===== src/hdl/gddn_pkg.sv =====
package gddn_pkg;

  // Field widths of one date beat and one result beat.
  localparam int YearW   = 14;
  localparam int MonthW  = 4;
  localparam int DayW    = 5;
  localparam int ErrW    = 2;
  localparam int DoyW    = 9;
  localparam int SerialW = 22;
  localparam int WeekW   = 6;

  localparam int InDataW  = 24;
  localparam int OutDataW = 40;

  // Working widths inside the datapath.
  localparam int Q100W  = 8;
  localparam int Rem100W = 7;
  localparam int Fold7W = 6;

  // Calendar constants.
  localparam logic [YearW-1:0]  YearMax   = 14'd9999;
  localparam logic [MonthW-1:0] MonthMax  = 4'd12;
  localparam logic [MonthW-1:0] MonthFeb  = 4'd2;
  localparam logic [Rem100W-1:0] RemLast  = 7'd99;

  // Result codes.
  localparam logic [ErrW-1:0] ErrNone  = 2'd0;
  localparam logic [ErrW-1:0] ErrYear  = 2'd1;
  localparam logic [ErrW-1:0] ErrMonth = 2'd2;
  localparam logic [ErrW-1:0] ErrDay   = 2'd3;

  // Step commands from the controller to the datapath.
  typedef struct packed {
    logic load;
    logic divide;
    logic calc;
    logic fold;
    logic finish;
  } gddn_cmd_t;

  // Status from the datapath back to the controller.
  typedef struct packed {
    logic out_free;
  } gddn_status_t;

  // Days in the months before the given month of a common year.
  function automatic logic [DoyW-1:0] days_before(input logic [MonthW-1:0] m);
    logic [DoyW-1:0] v;
    case (m)
      4'd1:    v = 9'd0;
      4'd2:    v = 9'd31;
      4'd3:    v = 9'd59;
      4'd4:    v = 9'd90;
      4'd5:    v = 9'd120;
      4'd6:    v = 9'd151;
      4'd7:    v = 9'd181;
      4'd8:    v = 9'd212;
      4'd9:    v = 9'd243;
      4'd10:   v = 9'd273;
      4'd11:   v = 9'd304;
      4'd12:   v = 9'd334;
      default: v = 9'd0;
    endcase
    return v;
  endfunction

  // Length of the given month; February follows the leap flag.
  function automatic logic [DayW-1:0] month_len(input logic [MonthW-1:0] m,
                                                input logic leap);
    logic [DayW-1:0] v;
    case (m)
      4'd1, 4'd3, 4'd5, 4'd7, 4'd8, 4'd10, 4'd12: v = 5'd31;
      4'd4, 4'd6, 4'd9, 4'd11:                    v = 5'd30;
      4'd2:    v = leap ? 5'd29 : 5'd28;
      default: v = 5'd0;
    endcase
    return v;
  endfunction

endpackage


===== src/hdl/gddn_ctrl.sv =====
module gddn_ctrl (
  input  logic                  clk,
  input  logic                  rst,
  input  logic                  in_valid,
  output logic                  in_ready,
  input  gddn_pkg::gddn_status_t status,
  output gddn_pkg::gddn_cmd_t    cmd
);
  import gddn_pkg::*;

  typedef enum logic [4:0] {
    S_IDLE   = 5'b00001,
    S_DIVIDE = 5'b00010,
    S_CALC   = 5'b00100,
    S_FOLD   = 5'b01000,
    S_FINISH = 5'b10000
  } state_t;

  state_t state, state_next;

  // One date at a time walks through the datapath steps.
  always_comb begin
    state_next = state;
    cmd        = '0;
    in_ready   = 1'b0;
    case (state)
      S_IDLE: begin
        in_ready = 1'b1;
        if (in_valid) begin
          cmd.load   = 1'b1;
          state_next = S_DIVIDE;
        end
      end
      S_DIVIDE: begin
        cmd.divide = 1'b1;
        state_next = S_CALC;
      end
      S_CALC: begin
        cmd.calc   = 1'b1;
        state_next = S_FOLD;
      end
      S_FOLD: begin
        cmd.fold   = 1'b1;
        state_next = S_FINISH;
      end
      S_FINISH: begin
        // Wait here until the output register can take the result.
        if (status.out_free) begin
          cmd.finish = 1'b1;
          state_next = S_IDLE;
        end
      end
      default: state_next = S_IDLE;
    endcase
  end

  always_ff @(posedge clk) begin
    if (rst) begin
      state <= S_IDLE;
    end else begin
      state <= state_next;
    end
  end

endmodule


===== src/hdl/gddn_datapath.sv =====
module gddn_datapath (
  input  logic                        clk,
  input  logic                        rst,
  input  gddn_pkg::gddn_cmd_t          cmd,
  output gddn_pkg::gddn_status_t       status,
  input  logic [gddn_pkg::InDataW-1:0]  in_data,
  output logic                        out_valid,
  input  logic                        out_ready,
  output logic [gddn_pkg::OutDataW-1:0] out_data
);
  import gddn_pkg::*;

  logic [YearW-1:0]   year;
  logic [MonthW-1:0]  month;
  logic [DayW-1:0]    day;
  logic [YearW-1:0]   r;
  logic [Q100W-1:0]   q100;
  logic [ErrW-1:0]    err;
  logic               leap;
  logic [DoyW-1:0]    doy;
  logic [SerialW-1:0] jan1;
  logic [SerialW-1:0] serial;
  logic [Fold7W-1:0]  fold7;

  logic [26:0]        q_prod;
  logic [Rem100W-1:0] rem100;
  logic               leap_c;
  logic [ErrW-1:0]    err_c;
  logic [DoyW-1:0]    doy_c;
  logic [23:0]        jan1_c;
  logic [23:0]        jan1_pad;
  logic [Fold7W-1:0]  fold_c;
  logic [3:0]         f2;
  logic [2:0]         wday;
  logic [9:0]         wx;
  logic [16:0]        wprod;
  logic [WeekW-1:0]   week;

  // Years before this one divided by 100: 5243 / 2^19 is exact over 14 bits.
  assign q_prod = {13'd0, r} * 27'd5243;

  // Leap test, errors, day of year and serial day of 1 January.
  always_comb begin
    rem100 = Rem100W'(r - YearW'({6'd0, q100} * 14'd100));
    leap_c = (r[1:0] == 2'd3) && ((rem100 != RemLast) || (q100[1:0] == 2'd3));
    if (year == '0 || year > YearMax) begin
      err_c = ErrYear;
    end else if (month == '0 || month > MonthMax) begin
      err_c = ErrMonth;
    end else if (day == '0 || day > month_len(month, leap_c)) begin
      err_c = ErrDay;
    end else begin
      err_c = ErrNone;
    end
    doy_c = days_before(month) + DoyW'(leap_c && month > MonthFeb)
            + DoyW'(day) - DoyW'(1);
    jan1_c = {10'd0, r} * 24'd365 + 24'(r >> 2) - 24'(q100) + 24'(q100 >> 2);
  end

  // Remainder by 7 through folding 3-bit groups, since 8 is 1 modulo 7.
  always_comb begin
    jan1_pad = {2'd0, jan1};
    fold_c   = '0;
    for (int i = 0; i < 8; i++) begin
      fold_c = fold_c + Fold7W'(jan1_pad[3*i +: 3]);
    end
  end

  // Week number: (weekday of 1 January + day of year) / 7 + 1.
  always_comb begin
    f2 = 4'(fold7[5:3]) + 4'(fold7[2:0]);
    if (f2 >= 4'd14) begin
      wday = 3'(f2 - 4'd14);
    end else if (f2 >= 4'd7) begin
      wday = 3'(f2 - 4'd7);
    end else begin
      wday = f2[2:0];
    end
    wx    = 10'(wday) + 10'(doy);
    wprod = {7'd0, wx} * 17'd293;
    week  = WeekW'(wprod[16:11]) + WeekW'(1);
  end

  // Working registers, each loaded by its own step.
  always_ff @(posedge clk) begin
    if (cmd.load) begin
      year  <= in_data[YearW-1:0];
      month <= in_data[YearW +: MonthW];
      day   <= in_data[YearW+MonthW +: DayW];
      r     <= in_data[YearW-1:0] - YearW'(1);
    end
    if (cmd.divide) begin
      q100 <= q_prod[26:19];
    end
    if (cmd.calc) begin
      err  <= err_c;
      leap <= leap_c;
      doy  <= doy_c;
      jan1 <= jan1_c[SerialW-1:0];
    end
    if (cmd.fold) begin
      fold7  <= fold_c;
      serial <= jan1 + SerialW'(doy);
    end
  end

  // Output register; all result fields but the error code are zero on error.
  always_ff @(posedge clk) begin
    if (cmd.finish) begin
      if (err == ErrNone) begin
        out_data <= {week, serial, doy, leap, err};
      end else begin
        out_data <= {{(OutDataW-ErrW){1'b0}}, err};
      end
    end
  end

  always_ff @(posedge clk) begin
    if (rst) begin
      out_valid <= 1'b0;
    end else if (cmd.finish) begin
      out_valid <= 1'b1;
    end else if (out_ready) begin
      out_valid <= 1'b0;
    end
  end

  assign status.out_free = !out_valid || out_ready;

endmodule


===== src/hdl/gregorian_date_to_day_number.sv =====
// Gregorian date to serial day number, one result beat per date beat.
// The date beat is registered by the load step; the divide, calc, fold and
// finish steps follow, and finish loads the result into the output register.
// One date at a time is taken; a stalled output holds the finish step.
// Reset: rst is synchronous, active high, and empties the block.
module gregorian_date_to_day_number (
  input  logic        clk,
  input  logic        rst,
  input  logic        s_axis_tvalid,
  output logic        s_axis_tready,
  // year_in[13:0], month_in[17:14], day_in[22:18], zero pad [23]
  input  logic [23:0] s_axis_tdata,
  output logic        m_axis_tvalid,
  input  logic        m_axis_tready,
  // error_code[1:0], leap_year[2], day_of_year[11:3], serial_day[33:12],
  // week_of_year[39:34]
  output logic [39:0] m_axis_tdata
);
  import gddn_pkg::*;

  gddn_cmd_t    cmd;
  gddn_status_t status;

  gddn_ctrl u_ctrl (
    .clk      (clk),
    .rst      (rst),
    .in_valid (s_axis_tvalid),
    .in_ready (s_axis_tready),
    .status   (status),
    .cmd      (cmd)
  );

  gddn_datapath u_datapath (
    .clk       (clk),
    .rst       (rst),
    .cmd       (cmd),
    .status    (status),
    .in_data   (s_axis_tdata),
    .out_valid (m_axis_tvalid),
    .out_ready (m_axis_tready),
    .out_data  (m_axis_tdata)
  );

endmodule

===== config.mk =====
export PLATFORM = sky130hd
export DESIGN_NAME = gregorian_date_to_day_number
export DESIGN_NICKNAME = d
export VERILOG_FILES = /design/src/hdl/gddn_pkg.sv /design/src/hdl/gddn_ctrl.sv /design/src/hdl/gddn_datapath.sv /design/src/hdl/gregorian_date_to_day_number.sv
export SDC_FILE = /design/constraint.sdc
export NUM_CORES = 1
export LEC_CHECK = 0
export BUFFER_PORTS_ARGS = -buffer_cell sky130_fd_sc_hd__buf_4
export CAP_MARGIN = 25
export CORE_MARGIN = 10
export CORE_UTILIZATION = 58
export CTS_CLUSTER_DIAMETER = 30
export DETAILED_ROUTE_END_ITERATION = 10
export PLACE_DENSITY = 0.76
export SYNTH_ARGS = -nofsm -noshare
export SYNTH_HDL_FRONTEND = slang
export SYNTH_SLANG_ARGS = --single-unit

===== constraint.sdc =====
create_clock -name clk -period 6.93 [get_ports clk]
set_input_delay 1.386 -clock clk [delete_from_list [all_inputs] [get_ports clk]]
set_output_delay 1.386 -clock clk [all_outputs]
set_load 0.05 [all_outputs]

==> metrics.txt, run 1 <==
Reg2Reg Depth 28; clock root buffer clkbuf_16; hold path endpoint u_datapath.out_data[0]; CP max FO 4; CTS tree yes; CTS Buf Count 17; xor/xnor share of the synthesized area 5.332%; Overall Global Routing Usage between 15 and 20%; RSZ-0062 raised after global routing true; Post-synth EDFFs roughly 150; asr flop ratio synth 0%; ant diodes 0; htree depth 4; count leader, synth inv_1; FF-to-FF Start u_datapath.fold7[0]; mux contribution to synthesized area 0.8095%; I/O Buffers 68; pin count of the biggest net entering global routing 41; Synth warnings 0; Cell variety after synth 64; Worst-Skew Late Latency ~0.43 ns; top_reg_cell synth edfxtp_1; Synth Net Count 1,922; die width between 150 and 200 um; Layout Nets ~2,000; total global routing overflow 0; area share of and/or/nand/nor cells after synthesis between 7 and 8%; Adder-Cell Fraction of Synth Area 41.75%; cts-stage hold buffer count 0; Critical Path RT between 7 and 8 ns; vias per cell 5.256; area delta synth->final 12.33%; Post-synth top cells inv_1 (343), ha_1 (266), fa_1 (169), edfxtp_1 (147), xnor2_1 (62); worst r2r dst u_datapath.out_data[38]; fmax 145.7 MHz; Seq/Total Area, Yosys 29.33%; antenna-violating nets left 0; Die Span Y 186.5 um; peak supply drop 0.0003527 V; Yosys top cell area share 27.46%; Slew @ Worst Pin 0.7347 ns; placed instance area 17,140 sq um; largest family of logic cells by synthesized area adder cells; row count 60; Synth area leaders edfxtp_1 (27%), fa_1 (21%), ha_1 (21%); drt first pass iters 6; vias in the first global route 10,600; crit path max-delay cell type fa_2; drt wl/cell 16.35 um; Worst Skew 0.01629 ns; Max stage delay on crit path 0.63 ns; Die Footprint 34,770 sq um; Slew Limit Fails 0; most frequent CP cell ha_1; CP Capture Type flip-flop; worst setup path startpoint u_datapath.fold7[0]; Slew HR 51.02%; hpwl dp about 26,000 um; Post-Synthesis Cell Area 16,070 sq um; crit path kind reg2reg; 1st-iter DRT viols about 700; crit path DAT 7.14 ns; share of layout cells above drive strength 1 between 10% and 20%; status finished, final reports clean; post-synthesis cell count 1,459; Mapped Avg Cell Area between 10 and 15 sq um; Hold Startpoint u_datapath.err[0]; Final period util about 100%; maxcap violations 0; most area-hungry cell type in the Yosys netlist edfxtp_1; initial antenna violation count 0; Min-Delay Path Class reg2reg; final setup fails 0; r2r setup slk 0.07 ns; crit start category flip-flop; design area ~18,000 sq um; fin crit period 6.861 ns; Seq cells post-synth 162; Pwr per Cell Area approximately 360 nW/um^2; routability cong. ~0.9; # DRC 0; IO Count 70; core area between 20,000 and 30,000 sq um; Setup TNS 0 ns; clk buf depth 2; cell leakage power 8.675 nW; first-pass GRT wire length roughly 52,000 um; Clock Sinks around 160; clk slew on worst S/H paths around 0.07 ns; Initial Utilization roughly 59%; Hold Path Stages 0; Post-Route WL 31,950 um; Compound-Gate Fraction of Synth Area 6.515%; vias 10,270; endpoints failing hold 0
[logic make-up after synthesis]
logic type / count (synthesis)
flops: 162
mux: 12
simple gates: 244
compound gates: 158
xor+xnor: 97
buf+inv: 351
fa+ha+maj: 435
[sequential cells by signal, indices dropped and copies added (netlist names), named ones only]
register	count
u_ctrl.state	5
u_datapath.day	5
u_datapath.doy	9
u_datapath.err	2
u_datapath.fold7	6
u_datapath.jan1	22
u_datapath.leap	1
u_datapath.month	4
u_datapath.out_data	40
u_datapath.out_valid	1
u_datapath.q100	8
u_datapath.r	14
u_datapath.serial	22
u_datapath.year	14
[worst max path at each step]
stage / slack, ns / depth (start not counted) / endpoint
global route: -0.18 / 30 / u_datapath.out_data[38]
floorplan: 0.14 / 30 / u_datapath.out_data[38]
detailed placement: -0.09 / 32 / u_datapath.out_data[38]
global placement: 0.03 / 32 / u_datapath.out_data[38]
finish: 0.07 / 28 / u_datapath.out_data[38]
CTS: 0.01 / 29 / u_datapath.out_data[39]
[metal layers]
metal	part of all wire (%)	track usage, %	up-vias
met1	43	23.03	5001
met3	4.0	2.961	54
met4	2.2	5.180	0
met5	0	0	-
met2	50	31.75	228
li1	-	-	4988
[per-stage QoR]
stage	hold slack [ns]	utilization [%]	power [mW]	instances	worst slack (ns)
detailed placement	0.4612	63.24	5.544	1908	-0.09180
global route	0.4936	66.63	7.154	1954	-0.1809
floorplan	0.4422	-	4.668	1459	0.1351
finish	0.4712	66.63	6.439	1954	0.06852
global placement	0.4556	63.24	5.404	1908	0.02738
CTS	0.4772	65.63	6.496	1943	0.01359
[report_power, final]
part           internal (mW)  total [mW]  switching, mW
combinational           1.88        4.16           2.28
clock                  0.478       0.912          0.434
sequential              1.32        1.36         0.0451
total                   3.68        6.44           2.76
[layout make-up]
class	count	area, sq um
clock buffers	18	429.2
clock inverters	14	133.9
fillers	1961	9045
inverters	343	1287
multi-input cells	946	10250
flip-flops and latches	162	4715
well taps	372	465.4
repair buffers	99	775.7
[critical path: cells and delay by family (launching register included)]
| kind | cells | cell delay (ns) |
|---|---|---|
| compound gates | 8 | 1.73 |
| xor+xnor | 1 | 0.13 |
| fa+ha+maj | 10 | 3.35 |
| buf+inv | 5 | 0.38 |
| flops | 1 | 0.37 |
| simple gates | 4 | 0.73 |
[cells in the final DEF, fill, tap and decap left out, types with 35 or more instances in the layout]
master    Yosys  routed
a21oi_1      42      38
inv_1       343     339
fa_1        169     167
edfxtp_1    147     147
nand2_1      51      49
buf_4         0      97
ha_1        266     258
o21ai_0      38      36
nor2_1       56      53
and2_1       35      35
xnor2_1      62      58
[what timing repair did]
action	in CTS	in global routing
resized for setup	15	32
gates cloned	0	0
hold endpoints to repair	0	0
pin swaps	10	29
buffers inserted	3	8
setup endpoints to repair	2	4
(Power assumes the default switching activity.)
==> run 2: changes to the inputs <==
--- a/config.mk
+++ b/config.mk
@@ -14,4 +14,5 @@
 export PLACE_DENSITY = 0.76
 export SYNTH_ARGS = -nofsm -noshare
 export SYNTH_HDL_FRONTEND = slang
+export SYNTH_HIERARCHICAL = 1
 export SYNTH_SLANG_ARGS = --single-unit
==> constraint.sdc (replaced) <==
create_clock -name clk -period 5.7 [get_ports clk]
set_input_delay 1.14 -clock clk [delete_from_list [all_inputs] [get_ports clk]]
set_output_delay 1.14 -clock clk [all_outputs]
set_load 0.05 [all_outputs]
==> run 2 against run 1 <==
  * The run now ends with setup timing left
  * Global-route usage is 1.8 points higher
  * Non-clock buffer count is 63 higher
  * Utilization is 2.2 points higher
  * Clock skew is 0.0038 ns higher
  * Final area is 3.0% higher
  * Synthesized cell count is 1.8% lower
  * Cell count is 0.20% higher
  * Synthesized area is 0.69% lower
  * Critical endpoint is now u_datapath/out_data[38]
  * Sequential cell count stayed put
  * Fmax is 4.4% lower
  * Die area is 0.62% lower
  * Clock power is 24% higher
==> metrics.txt, run 2 <==
status complete, but fails checks; failing checks setup timing; first-pass GRT wire length 54,590 um; clk buf depth 2; Yosys top cell area share 27.65%; ant diodes 0; total global routing overflow 0; met2 WL roughly 16,000 um; Seq cells post-synth 162; Post-synth EDFFs around 150; Slew Limit Fails 0; Synth area leaders edfxtp_1 (28%), fa_1 (21%), ha_1 (21%); most frequent CP cell ha_4; Post-Route WL 33,200 um; CTS tree yes; pin count of the biggest net entering global routing 42; vias 10,540; Worst Skew 0.02006 ns; Final period util 125.9%; WL met3 around 2000 um; DR top layer met4; share of layout cells above drive strength 1 17.01%; area delta synth->final 16.55%; Max stage delay on crit path 0.62 ns; Initial Utilization 59.06%; Layout Nets 2,067; max reg flops 40; vias per cell between 5 and 6; placed instance area 17,550 sq um; clk slew on worst S/H paths 0.07 ns; fin crit period about 7 ns; drt wl/cell 16.95 um; most area-hungry cell type in the Yosys netlist edfxtp_1; vias in the first global route around 11,000; Min-Delay Path Class reg2reg; Pwr per Cell Area 444.8 nW/um^2; Die Footprint 34,560 sq um; met1 WL 14,020 um; Seq/Total Area, Yosys 29.53%; Mapped Avg Cell Area around 11 sq um; Slew HR 30.92%; peak supply drop just over 0.0006 V; most frequent cells in the layout inv_1 (302), ha_1 (249), fa_1 (167); routability cong. 0.9202; crit path setup slack, layout -1.477 ns; clock root buffer clkbuf_16; Storage cell area ~4700 sq um; htree depth 4; hpwl dp 27,280 um; I/O Buffers 68; Post-synth top cells inv_1 (310), ha_1 (266), fa_1 (169), edfxtp_1 (147), xnor2_1 (63); biggest regs u_datapath/out_data: 40 flops, u_datapath/jan1: 22 flops, u_datapath/serial: 22 flops; crit path kind reg2reg; Clock Sinks 162; antenna-violating nets left 0; Synth Net Count 1,896; cell leakage power ~9 nW; initial antenna violation count 0; Die Span Y approximately 190 um; Overall Global Routing Usage 20.10%; count leader, synth inv_1; Setup WS pre-CTS -1.436 ns; Slew @ Worst Pin 1.023 ns; 1st-iter DRT viols 629; # fillers 1,946; post-synthesis cell count 1,433; drt first pass iters 7; top_reg_cell synth edfxtp_1; commonest non-fill, non-tap cell in the layout inv_1; Cell variety after synth 64; CTS Buf Count 17; Hold Slack 0.4919 ns; endpoints failing hold 0; area of the multi-input gates 10,460 sq um; crit path DAT 7.37 ns; largest register by flop count u_datapath/out_data; CP Capture Type flip-flop; Post-Synthesis Cell Area ~16,000 sq um; Synth warnings 6; cts-stage hold buffer count 0; IO Count 70; RSZ-0062 raised after global routing true; # DRC 0; final setup fails 6; crit start category flip-flop; core area 27,030 sq um; Critical Path RT 5.90 ns; fmax ~140 MHz; maxcap violations 0; asr flop ratio synth 0%; Worst-Skew Late Latency 0.45 ns; design area 18,600 sq um; CP max FO 4; die width 185.9 um; crit path max-delay cell type fa_2; row count 60
run 2: final cells by class:
type                       count  share of cell area [%]
multi-input combinational    951                   56.23
sequential                   162                   25.34
timing repair buffer         162                   6.725
inverter                     310                   6.255
tap                          341                   2.293
clock buffer                  17                   2.287
clock inverter                15                  0.8676
run 2: per-layer routing:
metal / global-route usage (%) / vias up
met5: 0 / -
met4: 7.997 / 0
met3: 5.069 / 76
met2: 33.80 / 282
met1: 24.23 / 5088
li1: - / 5096
run 2: worst max-delay path, delay by kind of cell (launching register included):
kind,cells,cell delay (ns)
compound gates,5,0.76
fa+ha+maj,11,3.39
simple gates,9,1.38
buf+inv,8,0.74
xor+xnor,2,0.29
flops,1,0.37
run 2: logic make-up (layout without fill, tap and decap cells):
family | after synthesis | in the layout | share of synthesized area, %
muxes | 9 | 9 | 0.5800
and+or+nand+nor | 248 | 248 | 8.113
xor gates and xnor gates | 94 | 94 | 5.205
AOI/OAI and AO/OA | 165 | 165 | 6.929
adders and majority gates | 435 | 435 | 42.04
buffers and inverters | 320 | 504 | 7.595
DFF | 162 | 162 | 29.53
run 2: path summary, 6_finish.rpt:
| check | endpoint | cells after the start | slack, ns | start |
|---|---|---|---|---|
| worst max register to register | u_datapath/out_data[38] | 35 | -1.48 | u_datapath/fold7[3] |
| worst min-delay path | u_datapath/out_data[1] | 0 | 0.49 | u_datapath/err[1] |
| worst max-delay path | u_datapath/out_data[38] | 35 | -1.48 | u_datapath/fold7[3] |
| worst min register to register | u_datapath/out_data[1] | 0 | 0.49 | u_datapath/err[1] |
run 2: stage by stage:
stage                     setup TNS (ns)  util (%)  power [mW]  instances
after floorplan                   -3.779         -       5.888       1433
after global placement            -4.142     64.82       6.874       1901
after detailed placement          -5.179     64.92       7.058       1902
after CTS                         -4.802     67.56       8.276       1942
after global routing              -6.468     68.84       9.263       1958
final                             -5.313     68.84       8.276       1958
run 2: where the power goes:
| part | leakage [nW] | switching, mW | internal [mW] |
|---|---|---|---|
| registers | 1.48 | 0.0482 | 1.62 |
| logic | 7.08 | 3.00 | 2.48 |
| clock network | 0.291 | 0.544 | 0.588 |
| total | 8.84 | 3.59 | 4.68 |
run 2: what timing repair did:
item,CTS,global route
pin swaps,27,42
endpoints found under the setup margin,6,9
endpoints found under the hold margin,0,0
gates resized for setup,12,44
buffers inserted,8,18
